<file path="src/hw/rtl/tgsr_pkg.sv">
`timescale 1ns / 1ps
// Shared constants and types for the tile id to source rectangle block.
package tgsr_pkg;

   localparam int NUM_TILESETS  = 4;
   localparam int NUM_DESC_REGS = 4;
   localparam int MAP_DIM_BITS  = 12;
   localparam int MAP_SIZE_W    = 13;
   localparam int COUNT_W       = 3;
   localparam int ID_W          = 16;
   localparam int PIX_W         = 8;
   localparam int SET_IDX_W     = 2;
   localparam int SRC_X_W       = 16;
   localparam int SRC_Y_W       = 24;
   localparam int DEST_W        = 20;
   localparam int DPROD_W       = (MAP_DIM_BITS + PIX_W > DEST_W) ?
                                  MAP_DIM_BITS + PIX_W : DEST_W;
   localparam int SPROD_W       = ID_W + PIX_W;

   localparam int DIV_STEPS = ID_W;
   localparam int DIV_CNT_W = $clog2(DIV_STEPS);

   localparam int QUEUE_DEPTH = 2;
   localparam int QPTR_W      = (QUEUE_DEPTH > 1) ? $clog2(QUEUE_DEPTH) : 1;
   localparam int QCNT_W      = $clog2(QUEUE_DEPTH + 1);

   localparam int CSR_ADDR_W = 6;
   localparam int CSR_DATA_W = 64;

   localparam int RSP_FIELDS_W = SET_IDX_W + SRC_X_W + SRC_Y_W + 2 * PIX_W + 2 * DEST_W;
   localparam int RSP_TDATA_W  = ((RSP_FIELDS_W + 7) / 8) * 8;
   localparam int RSP_PAD_W    = RSP_TDATA_W - RSP_FIELDS_W;

   typedef enum logic [2:0] {
      REG_MAP_WIDTH     = 3'd0,
      REG_MAP_HEIGHT    = 3'd1,
      REG_TILESET_0     = 3'd2,
      REG_TILESET_1     = 3'd3,
      REG_TILESET_2     = 3'd4,
      REG_TILESET_3     = 3'd5,
      REG_TILESET_COUNT = 3'd6
   } csr_reg_type;

   typedef struct packed {
      logic [ID_W-1:0]  pix_w;
      logic [PIX_W-1:0] tile_h;
      logic [PIX_W-1:0] tile_w;
      logic [ID_W-1:0]  last_id;
      logic [ID_W-1:0]  first_id;
   } desc_type;

   typedef struct packed {
      logic [MAP_SIZE_W-1:0]             map_width;
      logic [MAP_SIZE_W-1:0]             map_height;
      desc_type [NUM_DESC_REGS-1:0]      desc;
      logic [COUNT_W-1:0]                count;
   } cfg_type;

   // One classified tile on its way to the back end.
   typedef struct packed {
      logic [SET_IDX_W-1:0]    set_idx;
      logic [ID_W-1:0]         local_id;
      logic [ID_W-1:0]         tpr;
      logic [PIX_W-1:0]        tile_w;
      logic [PIX_W-1:0]        tile_h;
      logic [MAP_DIM_BITS-1:0] pos_x;
      logic [MAP_DIM_BITS-1:0] pos_y;
   } qent_type;

   typedef struct packed {
      logic [SET_IDX_W-1:0] set_idx;
      logic [SRC_X_W-1:0]   src_x;
      logic [SRC_Y_W-1:0]   src_y;
      logic [PIX_W-1:0]     tile_w;
      logic [PIX_W-1:0]     tile_h;
      logic [DEST_W-1:0]    dest_x;
      logic [DEST_W-1:0]    dest_y;
      logic                 bad;
   } rsp_type;

endpackage

</file>
<file path="src/hw/rtl/tgsr_front.sv">
`timescale 1ns / 1ps
// Front end: takes tile ids, tracks map position, matches tilesets, divides out tiles per row.
module tgsr_front import tgsr_pkg::*; (
   input  logic            clock,
   input  logic            reset,
   input  cfg_type         cfg,
   input  logic            req_tvalid,
   output logic            req_tready,
   input  logic [ID_W-1:0] gid,
   output logic            q_push,
   output qent_type        q_din,
   input  logic            q_full
);

   typedef enum logic [2:0] {
      F_IDLE = 3'b001,
      F_DIV  = 3'b010,
      F_PUSH = 3'b100
   } fstate_type;

   fstate_type              state_ff, state_in;
   logic [MAP_DIM_BITS-1:0] pos_x_ff, pos_x_in, pos_y_ff, pos_y_in;
   qent_type                ent_ff, ent_in;
   logic [ID_W-1:0]         quo_ff, quo_in;
   logic [PIX_W-1:0]        rem_ff, rem_in;
   logic [DIV_CNT_W-1:0]    cnt_ff, cnt_in;
   logic                    accept;
   logic                    found;
   logic [SET_IDX_W-1:0]    sel;
   desc_type                d;
   logic [MAP_DIM_BITS:0]   nx, ny;
   logic                    wrap_x, wrap_y;
   logic [PIX_W:0]          trial;

   assign req_tready = (state_ff == F_IDLE);
   assign accept     = req_tvalid && req_tready;

   // first descriptor in use whose range holds the id wins
   always_comb begin
      found = 1'b0;
      sel   = '0;
      for (int i = NUM_TILESETS - 1; i >= 0; i--) begin
         if (i < int'(cfg.count) && gid >= cfg.desc[i].first_id &&
             gid <= cfg.desc[i].last_id) begin
            found = 1'b1;
            sel   = SET_IDX_W'(i);
         end
      end
   end

   assign d = cfg.desc[sel];

   always_comb begin
      nx       = {1'b0, pos_x_ff} + (MAP_DIM_BITS + 1)'(1);
      ny       = {1'b0, pos_y_ff} + (MAP_DIM_BITS + 1)'(1);
      wrap_x   = (32'(nx) >= 32'(cfg.map_width)) || nx[MAP_DIM_BITS];
      wrap_y   = (32'(ny) >= 32'(cfg.map_height)) || ny[MAP_DIM_BITS];
      pos_x_in = pos_x_ff;
      pos_y_in = pos_y_ff;
      if (accept) begin
         pos_x_in = wrap_x ? '0 : nx[MAP_DIM_BITS-1:0];
         if (wrap_x) begin
            pos_y_in = wrap_y ? '0 : ny[MAP_DIM_BITS-1:0];
         end
      end
   end

   always_comb begin
      state_in = state_ff;
      ent_in   = ent_ff;
      quo_in   = quo_ff;
      rem_in   = rem_ff;
      cnt_in   = cnt_ff;
      q_push   = 1'b0;
      trial    = {rem_ff, quo_ff[ID_W-1]};
      unique case (state_ff)
         F_IDLE: begin
            if (accept && gid != '0) begin
               ent_in.pos_x = pos_x_ff;
               ent_in.pos_y = pos_y_ff;
               ent_in.tpr   = '0;
               rem_in       = '0;
               cnt_in       = '0;
               if (found) begin
                  ent_in.set_idx  = sel;
                  ent_in.local_id = gid - d.first_id;
                  ent_in.tile_w   = d.tile_w;
                  ent_in.tile_h   = d.tile_h;
               end else begin
                  // no match: zero size makes every product zero downstream
                  ent_in.set_idx  = '0;
                  ent_in.local_id = '0;
                  ent_in.tile_w   = '0;
                  ent_in.tile_h   = '0;
               end
               if (found && d.tile_w != '0) begin
                  quo_in   = d.pix_w;
                  state_in = F_DIV;
               end else begin
                  quo_in   = '0;
                  state_in = F_PUSH;
               end
            end
         end
         F_DIV: begin
            if (trial >= {1'b0, ent_ff.tile_w}) begin
               rem_in = PIX_W'(trial - {1'b0, ent_ff.tile_w});
               quo_in = {quo_ff[ID_W-2:0], 1'b1};
            end else begin
               rem_in = trial[PIX_W-1:0];
               quo_in = {quo_ff[ID_W-2:0], 1'b0};
            end
            cnt_in = cnt_ff + 1'b1;
            if (cnt_ff == DIV_CNT_W'(DIV_STEPS - 1)) begin
               state_in = F_PUSH;
            end
         end
         F_PUSH: begin
            if (!q_full) begin
               q_push   = 1'b1;
               state_in = F_IDLE;
            end
         end
         default: state_in = F_IDLE;
      endcase
   end

   always_comb begin
      q_din     = ent_ff;
      q_din.tpr = quo_ff;
   end

   always_ff @(posedge clock) begin
      if (reset) begin
         state_ff <= F_IDLE;
         pos_x_ff <= '0;
         pos_y_ff <= '0;
         cnt_ff   <= '0;
      end else begin
         state_ff <= state_in;
         pos_x_ff <= pos_x_in;
         pos_y_ff <= pos_y_in;
         cnt_ff   <= cnt_in;
      end
      ent_ff <= ent_in;
      quo_ff <= quo_in;
      rem_ff <= rem_in;
   end

endmodule

</file>
<file path="src/hw/rtl/tgsr_queue.sv">
`timescale 1ns / 1ps
// Short queue of classified tiles between the front and back ends.
module tgsr_queue import tgsr_pkg::*; (
   input  logic     clock,
   input  logic     reset,
   input  logic     push,
   input  qent_type din,
   output logic     full,
   input  logic     pop,
   output qent_type dout,
   output logic     empty
);

   qent_type          mem_ff [QUEUE_DEPTH];
   logic [QPTR_W-1:0] wr_ff, wr_in, rd_ff, rd_in;
   logic [QCNT_W-1:0] cnt_ff, cnt_in;

   assign full  = (cnt_ff == QCNT_W'(QUEUE_DEPTH));
   assign empty = (cnt_ff == '0);
   assign dout  = mem_ff[rd_ff];

   always_comb begin
      wr_in = wr_ff;
      rd_in = rd_ff;
      if (push) begin
         wr_in = (wr_ff == QPTR_W'(QUEUE_DEPTH - 1)) ? '0 : wr_ff + 1'b1;
      end
      if (pop) begin
         rd_in = (rd_ff == QPTR_W'(QUEUE_DEPTH - 1)) ? '0 : rd_ff + 1'b1;
      end
      cnt_in = cnt_ff + QCNT_W'(push) - QCNT_W'(pop);
   end

   always_ff @(posedge clock) begin
      if (reset) begin
         wr_ff  <= '0;
         rd_ff  <= '0;
         cnt_ff <= '0;
      end else begin
         wr_ff  <= wr_in;
         rd_ff  <= rd_in;
         cnt_ff <= cnt_in;
      end
      if (push) begin
         mem_ff[wr_ff] <= din;
      end
   end

endmodule

</file>
<file path="src/hw/rtl/tgsr_back.sv">
`timescale 1ns / 1ps
// Back end: divides the local id by tiles per row, scales and registers the result.
module tgsr_back import tgsr_pkg::*; (
   input  logic     clock,
   input  logic     reset,
   input  logic     q_empty,
   input  qent_type q_dout,
   output logic     q_pop,
   input  logic     rsp_ready,
   output logic     rsp_valid,
   output rsp_type  rsp_data
);

   typedef enum logic [2:0] {
      B_IDLE = 3'b001,
      B_DIV  = 3'b010,
      B_OUT  = 3'b100
   } bstate_type;

   bstate_type           state_ff, state_in;
   qent_type             ent_ff, ent_in;
   logic [ID_W-1:0]      quo_ff, quo_in;
   logic [ID_W-1:0]      rem_ff, rem_in;
   logic [DIV_CNT_W-1:0] cnt_ff, cnt_in;
   logic                 out_valid_ff, out_valid_in;
   rsp_type              out_ff, out_in;
   logic [ID_W:0]        trial;
   logic                 load;
   logic [SPROD_W-1:0]   prod_sx, prod_sy;
   logic [DPROD_W-1:0]   prod_dx, prod_dy;

   assign q_pop = (state_ff == B_IDLE) && !q_empty;
   assign load  = (state_ff == B_OUT) && (!out_valid_ff || rsp_ready);

   always_comb begin
      state_in = state_ff;
      ent_in   = ent_ff;
      quo_in   = quo_ff;
      rem_in   = rem_ff;
      cnt_in   = cnt_ff;
      trial    = {rem_ff, quo_ff[ID_W-1]};
      unique case (state_ff)
         B_IDLE: begin
            if (!q_empty) begin
               ent_in = q_dout;
               rem_in = '0;
               cnt_in = '0;
               if (q_dout.tpr != '0) begin
                  quo_in   = q_dout.local_id;
                  state_in = B_DIV;
               end else begin
                  // bad tile: zero quotient and remainder give zero source origin
                  quo_in   = '0;
                  state_in = B_OUT;
               end
            end
         end
         B_DIV: begin
            if (trial >= {1'b0, ent_ff.tpr}) begin
               rem_in = ID_W'(trial - {1'b0, ent_ff.tpr});
               quo_in = {quo_ff[ID_W-2:0], 1'b1};
            end else begin
               rem_in = trial[ID_W-1:0];
               quo_in = {quo_ff[ID_W-2:0], 1'b0};
            end
            cnt_in = cnt_ff + 1'b1;
            if (cnt_ff == DIV_CNT_W'(DIV_STEPS - 1)) begin
               state_in = B_OUT;
            end
         end
         B_OUT: begin
            if (load) begin
               state_in = B_IDLE;
            end
         end
         default: state_in = B_IDLE;
      endcase
   end

   assign prod_sx = SPROD_W'(rem_ff) * SPROD_W'(ent_ff.tile_w);
   assign prod_sy = SPROD_W'(quo_ff) * SPROD_W'(ent_ff.tile_h);
   assign prod_dx = DPROD_W'(ent_ff.pos_x) * DPROD_W'(ent_ff.tile_w);
   assign prod_dy = DPROD_W'(ent_ff.pos_y) * DPROD_W'(ent_ff.tile_h);

   always_comb begin
      out_in       = out_ff;
      out_valid_in = out_valid_ff;
      if (rsp_ready) begin
         out_valid_in = 1'b0;
      end
      if (load) begin
         out_valid_in   = 1'b1;
         out_in.set_idx = ent_ff.set_idx;
         out_in.src_x   = prod_sx[SRC_X_W-1:0];
         out_in.src_y   = prod_sy[SRC_Y_W-1:0];
         out_in.tile_w  = ent_ff.tile_w;
         out_in.tile_h  = ent_ff.tile_h;
         out_in.dest_x  = prod_dx[DEST_W-1:0];
         out_in.dest_y  = prod_dy[DEST_W-1:0];
         out_in.bad     = (ent_ff.tpr == '0);
      end
   end

   assign rsp_valid = out_valid_ff;
   assign rsp_data  = out_ff;

   always_ff @(posedge clock) begin
      if (reset) begin
         state_ff     <= B_IDLE;
         cnt_ff       <= '0;
         out_valid_ff <= 1'b0;
      end else begin
         state_ff     <= state_in;
         cnt_ff       <= cnt_in;
         out_valid_ff <= out_valid_in;
      end
      ent_ff <= ent_in;
      quo_ff <= quo_in;
      rem_ff <= rem_in;
      out_ff <= out_in;
   end

endmodule

</file>
<file path="src/hw/rtl/tile_gid_to_source_rect_core.sv">
`timescale 1ns / 1ps
// Top level: register file, front end, tile queue and back end.
//
// Each nonblank tile id yields one source rectangle transaction; blank ids
// only advance the map position. The front end takes no new id while it runs
// its 16-step radix-2 divider for tiles per row or waits to push, and the back
// end takes no new tile while it runs its 16-step divider of the local id
// and the scaling stage; the two overlap through a two-entry queue. A blank
// id is taken when the front end is idle and leaves it idle. The result
// register lets the back end finish the next tile while a result waits.
// Registers sit at byte address 8*i.
module tile_gid_to_source_rect_core import tgsr_pkg::*; (
   input  logic                   clock,
   input  logic                   reset,
   input  logic                   req_tvalid,
   output logic                   req_tready,
   input  logic [ID_W-1:0]        req_tdata,   // gid
   output logic                   rsp_tvalid,
   input  logic                   rsp_tready,
   // tileset_index, src_x, src_y, tile_w, tile_h, dest_x, dest_y, zero pad
   output logic [RSP_TDATA_W-1:0] rsp_tdata,
   output logic [0:0]             rsp_tuser,   // bad_tile
   input  logic                   csr_psel,
   input  logic                   csr_penable,
   input  logic                   csr_pwrite,
   input  logic [CSR_ADDR_W-1:0]  csr_paddr,
   input  logic [CSR_DATA_W-1:0]  csr_pwdata,
   output logic [CSR_DATA_W-1:0]  csr_prdata,
   output logic                   csr_pready
);

   logic [MAP_SIZE_W-1:0] map_width_ff, map_height_ff;
   logic [CSR_DATA_W-1:0] desc_ff [NUM_DESC_REGS];
   logic [COUNT_W-1:0]    count_ff;
   csr_reg_type           reg_idx;
   logic                  wr_en;
   logic [1:0]            desc_sel;
   cfg_type               cfg;
   logic                  q_push, q_pop, q_full, q_empty;
   qent_type              q_din, q_dout;
   rsp_type               rsp;

   assign csr_pready = 1'b1;
   assign reg_idx    = csr_reg_type'(csr_paddr[CSR_ADDR_W-1:3]);
   assign wr_en      = csr_psel && csr_penable && csr_pwrite && csr_pready;
   assign desc_sel   = 2'(3'(reg_idx) - 3'(REG_TILESET_0));

   always_ff @(posedge clock) begin
      if (reset) begin
         map_width_ff  <= MAP_SIZE_W'(1);
         map_height_ff <= MAP_SIZE_W'(1);
         count_ff      <= '0;
         for (int i = 0; i < NUM_DESC_REGS; i++) begin
            desc_ff[i] <= '0;
         end
      end else if (wr_en) begin
         unique case (reg_idx)
            REG_MAP_WIDTH:     map_width_ff  <= csr_pwdata[MAP_SIZE_W-1:0];
            REG_MAP_HEIGHT:    map_height_ff <= csr_pwdata[MAP_SIZE_W-1:0];
            REG_TILESET_0, REG_TILESET_1, REG_TILESET_2, REG_TILESET_3:
               desc_ff[desc_sel] <= csr_pwdata;
            REG_TILESET_COUNT: count_ff      <= csr_pwdata[COUNT_W-1:0];
            default: ;
         endcase
      end
   end

   always_comb begin
      unique case (reg_idx)
         REG_MAP_WIDTH:     csr_prdata = CSR_DATA_W'(map_width_ff);
         REG_MAP_HEIGHT:    csr_prdata = CSR_DATA_W'(map_height_ff);
         REG_TILESET_0, REG_TILESET_1, REG_TILESET_2, REG_TILESET_3:
            csr_prdata = desc_ff[desc_sel];
         REG_TILESET_COUNT: csr_prdata = CSR_DATA_W'(count_ff);
         default:           csr_prdata = '0;
      endcase
   end

   always_comb begin
      cfg.map_width  = map_width_ff;
      cfg.map_height = map_height_ff;
      cfg.count      = count_ff;
      for (int i = 0; i < NUM_DESC_REGS; i++) begin
         cfg.desc[i] = desc_type'(desc_ff[i]);
      end
   end

   tgsr_front u_front (
      .clock      (clock),
      .reset      (reset),
      .cfg        (cfg),
      .req_tvalid (req_tvalid),
      .req_tready (req_tready),
      .gid        (req_tdata),
      .q_push     (q_push),
      .q_din      (q_din),
      .q_full     (q_full)
   );

   tgsr_queue u_queue (
      .clock (clock),
      .reset (reset),
      .push  (q_push),
      .din   (q_din),
      .full  (q_full),
      .pop   (q_pop),
      .dout  (q_dout),
      .empty (q_empty)
   );

   tgsr_back u_back (
      .clock     (clock),
      .reset     (reset),
      .q_empty   (q_empty),
      .q_dout    (q_dout),
      .q_pop     (q_pop),
      .rsp_ready (rsp_tready),
      .rsp_valid (rsp_tvalid),
      .rsp_data  (rsp)
   );

   assign rsp_tdata = {{RSP_PAD_W{1'b0}}, rsp.dest_y, rsp.dest_x, rsp.tile_h, rsp.tile_w,
                       rsp.src_y, rsp.src_x, rsp.set_idx};
   assign rsp_tuser = rsp.bad;

endmodule

</file>
<file path="config.mk">
export PLATFORM = sky130hd
export DESIGN_NAME = tile_gid_to_source_rect_core
export DESIGN_NICKNAME = d
export VERILOG_FILES = /design/src/hw/rtl/tgsr_pkg.sv /design/src/hw/rtl/tgsr_front.sv /design/src/hw/rtl/tgsr_queue.sv /design/src/hw/rtl/tgsr_back.sv /design/src/hw/rtl/tile_gid_to_source_rect_core.sv
export SDC_FILE = /design/constraint.sdc
export NUM_CORES = 2
export LEC_CHECK = 0
export BUFFER_PORTS_ARGS = -buffer_cell sky130_fd_sc_hd__buf_4
export CORE_ASPECT_RATIO = 1.1
export CORE_MARGIN = 2
export CORE_UTILIZATION = 30
export CTS_BUF_LIST = sky130_fd_sc_hd__clkbuf_2
export DETAILED_ROUTE_END_ITERATION = 7
export PLACE_DENSITY = 0.56
export SLEW_MARGIN = 25
export SYNTH_ARGS = -nofsm -noshare
export SYNTH_HDL_FRONTEND = slang
export SYNTH_SLANG_ARGS = --single-unit
</file>
<file path="constraint.sdc">
create_clock -name clock -period 6.3 [get_ports clock]
set_input_delay 0.315 -clock clock [delete_from_list [all_inputs] [get_ports clock]]
set_output_delay 0.315 -clock clock [all_outputs]
set_load 0.05 [all_outputs]
</file>
# Yosys cells after proc, flatten, opt, wreduce, memory -nomap -nowiden
# Memory sizes are Yosys's and may differ from the RTL's. A register that Yosys moved wholly into a read port is not among the register bits.
# Cells that the tools add are included.
totals:
  wordCells: 195
  mem_count: 2
  in_bits: 93
  mem_bits_rw: 404
  out_inout_bits: 172
  reg_bits: 343
  romBits: 0
  latchBits: 0
mem_list:
  columns: ["memory", "words", "word_bits", "read_ports", "rd_ports_with_merged_regs", "write_ports", "line", "rtl"]
  rows:
  - ["desc_ff", 4, 64, 5, 0, 4, "tile_gid_to_source_rect_core.sv:33", "logic [CSR_DATA_W-1:0] desc_ff [NUM_DESC_REGS];"]
  - ["u_queue.mem_ff", 2, 74, 1, 1, 1, "tgsr_queue.sv:14", "qent_type mem_ff [QUEUE_DEPTH];"]
classes:
  shift: 0
  magnitude_cmp: 17
  n_reduce_logical: 41
  mul: 4
  eq_ne: 21
  add_sub_neg: 12
  mux: 60
  n_div: 0
  bitwise_logic: 1
op_table:
  columns: ["cell", "n"]
  rows:
  - ["$pmux 64 s4", 1]
  - ["$bmux 64 s2", 1]
  - ["$mux 64", 2]
  - ["$mux 16", 6]
  - ["$pmux 16 s2", 3]
  - ["$ge 16x16->1", 4]
  - ["$le 16x16->1", 4]
  - ["$reduce_or 64->1", 1]
  - ["$mul 12x8->20", 2]
  - ["$reduce_bool 16->1", 2]
  - ["$sub 16x16->16", 2]
  - ["$add 12x1->13 const B", 2]
  - ["$ge 13x13->1", 2]
  - ["$mul 16x8->24", 1]
  - ["$mux 12", 2]
  - ["$mux 3", 8]
  - ["$mux 1", 23]
  - ["$pmux 3 s3", 2]
  - ["$ge 17x16->1", 1]
  - ["$logic_not 16->1", 1]
  - ["$mul 16x8->16", 1]
  - ["$mux 8", 2]
  - ["$pmux 4 s2", 2]
  - ["$pmux 8 s2", 1]
  - ["30 further kinds", 80]

# Logic depth before layout (Yosys ltp)
# An unclocked memory read counts as a cell.
depth:
  depth_word: 15
  ltp_mapped: 26
  mapped_depth_nobuf: 25

# Cells and area by module
# From an unflattened synthesis, not the netlist that was laid out.
hier_totals:
  cells_unflattened: 4378
  hier_area_um2: 50058.0
by_module_without_submodules:
  columns: ["mod", "seq_area_each_um2", "cells_per_inst", "instances", "area_each_um2"]
  rows:
  - ["tgsr_back", 5835.6, 2004, 1, 20377.0]
  - ["tile_gid_to_source_rect_core", 8267.9, 872, 1, 13183.9]
  - ["tgsr_front", 3083.0, 1251, 1, 10694.0]
  - ["tgsr_queue", 4544.4, 251, 1, 5803.1]

# Worst setup path before layout
# No wires, ideal clock.
synth_timing:
  path_kind: "register -> register"
  startpoint: "register u_back.state_ff[1]"
  endpoint: "register u_back.quo_ff[0] (enable)"
  t_arrival_ps: 5987
  path_slack_ps: -74
  path_buffers: 0
  setup_time_ps: 387
  path_stages_with_launch: 6
  t_required_ps: 5913
  period_less_slack_ps: 6374
  cell_sequence: "dfxtp_1 inv_1 nand2_1 nor3_1 nor2_1 inv_1"
synth_via:
  elab_chain_len: 3
  word_cells_on_any_way: 5
  cone_classes: "eq/ne (3); reduce/logical (2)"
synth_rtl:
  columns: ["item", "line", "rtl"]
  rows:
  - ["start, declared", "tgsr_back.sv:20", "bstate_type state_ff, state_in;"]
  - ["start signal, assigned", "tgsr_back.sv:113", "state_ff <= state_in;"]
  - ["$eq 3x1->1 or $eq 3x2->1 (tied branches)", "tgsr_back.sv:42", "unique case (state_ff)"]
  - ["$ne 2x2->1 (no source line) or $reduce_bool 2->1 (tied branches)", null, null]
  - ["$reduce_and 2->1 (no source line) *", null, null]
  - ["end signal, assigned", "tgsr_back.sv:118", "quo_ff <= quo_in;"]
  - ["end, declared", "tgsr_back.sv:22", "logic [ID_W-1:0] quo_ff, quo_in;"]
# Every way passes the cells marked *; elsewhere a longest branch is shown, timed or not.
# A chain may end at the register's enable or synchronous reset.

==> flow_metrics.tcl <==
set metrics [dict create \
    synth.area.top_cells "edfxtp_1, fa_1, ha_1" \
    start_util 0.3021 \
    synthAdderAreaFrac 0.2002 \
    status "complete, no violations" \
    relSlewSlack 0.2289 \
    endpoint "u_front.q_din[67]" \
    root_buffer "clkbuf_2" \
    min_period_ps 6045 \
    synth.yosys.seq_area_share 0.4492 \
    slew_viol_final 0 \
    ys_warn_count 0 \
    wl_per_cell_um 18.62 \
    synth_top_area_frac 0.4190 \
    tightest_slew_ps 1157 \
    die_area_sq_um 164500 \
    worstPathMaxFanout 9 \
    hold_class "in -> reg" \
    critical_path_class "reg -> reg" \
    dp_hpwl_um 94390 \
    maxCapViolations 0 \
    finalWirelength_um 133800 \
    finalHoldViolCount 0 \
    drt-initial-drc-count 1936 \
    crit_arrival_ps 7460 \
    design_area_sq_um 57830 \
    drtPass1Iterations 5 \
    port_buffers 254 \
    reg2reg_from "desc_ff[2][17]" \
    crit_path_end_kind "flop" \
    clock_path_buffers 3 \
    final_cells 7184 \
    r2r_setup_slack_ps 250 \
    post_dp_cell_area_sq_um 52870 \
    synth-xor-area-share 0.02136 \
    critPathMaxStageDelay_ps 610 \
    clock_sinks 748 \
    synthArstFlopShare 0 \
    overflow 0 \
    dp.cells 6509 \
    cts_tree "built" \
    max_freq_ghz 0.1654 \
    syn_to_final_growth_pct 19.54 \
    drive_gt1_frac 0.1633 \
    io_pins 265 \
    layout.nets 5613 \
    clkTransAtPathRegs_ps 100 \
    cts-htree-levels 4 \
    r2r_cells 27 \
    startpoint_type "flop" \
    fin_crit_sh 0.9595 \
    synth_compound_area_frac 0.07431 \
    grt_antenna_before_repair 12 \
    required_ps 7710 \
    antenna_left 0 \
    vias 34240 \
    core_area_sq_um 160100 \
    grt_pass1_vias 35500 \
    slowest_stage "dlygate4sd3_1" \
    synth_area_sq_um 48380 \
    reg2reg_to "u_front.q_din[67]" \
    synth_largest_area_cell "edfxtp_1" \
    core.rowCount 154 \
    gp_congestion 0.8927 \
    grt.total_usage 0.1618 \
    holdWs_ps 200.0 \
    fp.dieW_um 386.9 \
    grt_max_degree 75 \
    clock_skew_ps 103.4 \
    synth_edf_count 675 \
    avgSynthCellArea_sq_um 11.37 \
    setup_viol 0 \
    grt_pass1_wl_um 205900 \
    clk-insertion-delay-late_ps 1660 \
    synth_top_family_by_area "adder cells" \
    numCtsBuffers 203 \
    yosys.area_share.simple 0.1461 \
    cp-startpoint "desc_ff[2][17]" \
    synthCells 4255 \
    synth_ff_type "edfxtp_1" \
    yosysUniqueCellTypes 81 \
    synth_seq_cells 748 \
    drcViolationCount 0 \
    synth_mux_area_frac 0.05493 \
    die_h_um 425.2 \
    viasPerCell 4.766 \
]
[synth_stat cells, types with 58 or more instances]
| cell type | n |
|---|---|
| nand2_1 | 391 |
| fa_1 | 267 |
| xnor2_1 | 83 |
| mux4_2 | 69 |
| edfxtp_1 | 675 |
| nor2_1 | 185 |
| clkbuf_1 | 142 |
| and2_1 | 498 |
| inv_1 | 495 |
| o21ai_0 | 125 |
| dfxtp_1 | 73 |
| ha_1 | 347 |
| a21oi_1 | 166 |
| mux2_2 | 58 |
| nor3_1 | 60 |
[cells by family after synthesis]
kind of cell               Yosys count
other                                2
buffers and inverters              676
and+or+nand+nor                   1368
AOI/OAI and AO/OA                  557
adders and majority gates          614
xor gates and xnor gates           118
DFF                                748
muxes                              172
[registers in the layout (all words and copies together), names as in the netlist, 12 cells and up, named ones only]
signal	flops
desc_ff	256
u_queue.mem_ff	148
u_back.rsp_data	99
u_back.ent_ff	58
u_front.q_din	58
u_back.quo_ff	16
u_back.rem_ff	16
u_front.quo_ff	16
map_height_ff	13
map_width_ff	13
u_front.pos_x_ff	12
u_front.pos_y_ff	12
[cells in the final DEF, fill, tap and decap left out, types with 58 or more instances in the layout]
cell type and count:
dlygate4sd3_1 293, xnor2_1 83, edfxtp_1 675, nand2_1 391, nor2_1 179, inv_1 493
and2_1 497, buf_4 319, mux4_2 69, clkbuf_2 306, ha_1 347, dfxtp_1 72
mux2_2 58, a21oi_1 165, o21ai_0 120, fa_1 267
[routing by layer]
layer  track usage  part of all wire  vias up
met1        0.2077              0.44    16880
met2        0.2700              0.47      973
li1              -                 -    16140
met4       0.05595             0.029        6
met3       0.03446             0.060      238
met5             0           0.00025        -
[worst min path at each step]
stage / from / end / slack (ps) / cells after the start
6_report: csr_pwdata[8] / map_width_ff[8] / 200 / 5
5_1_grt: csr_pwdata[51] / desc_ff[3][51] / 20 / 4
4_1_cts: csr_pwdata[58] / desc_ff[0][58] / 1 / 4
3_5_place_dp: u_front.q_din[68] / u_queue.mem_ff[1][68] / 430 / 0
3_3_place_gp: u_front.q_din[8] / u_queue.mem_ff[0][8] / 420 / 0
2_1_floorplan: u_back.ent_ff[72] / u_back.rsp_data[97] / 400 / 0
[through the flow]
stage	utilization	TNS (ps)	setup WS, ps
final	0.3612	0	254.9
after global routing	0.3611	-44.68	-44.68
after global placement	0.3302	0	556.0
after CTS	0.3605	0	49.96
after floorplan	-	0	17.40
after detailed placement	0.3302	0	460.4
[worst max-delay path: cells and delay by family (launching register included)]
family | cells | cell delay, ps
AOI/OAI and AO/OA | 10 | 1830
xor gates and xnor gates | 1 | 130
adders and majority gates | 2 | 490
buffers and inverters | 9 | 2110
DFF | 1 | 410
muxes | 1 | 330
and+or+nand+nor | 4 | 470
[repair_timing]
action,4_1_cts,5_1_grt
endpoints found under the setup margin,0,6
gates resized for setup,0,6
hold buffers,294,0
endpoints found under the hold margin,582,0
buffers inserted,0,3
[area by class of cell]
class / instances / area, sq um
Fill cell: 15950 / 102300
Multi-Input combinational cell: 2837 / 24210
Sequential cell: 748 / 21730
Timing Repair Buffer: 619 / 5449
Tap cell: 2106 / 2635
Inverter: 497 / 1866
Clock buffer: 306 / 1531
Clock inverter: 58 / 367.9
Antenna cell: 13 / 32.53
Power is left out: the tool's default activity adds up to more than one toggle a clock period on the data nets, which glitch-free logic cannot reach.
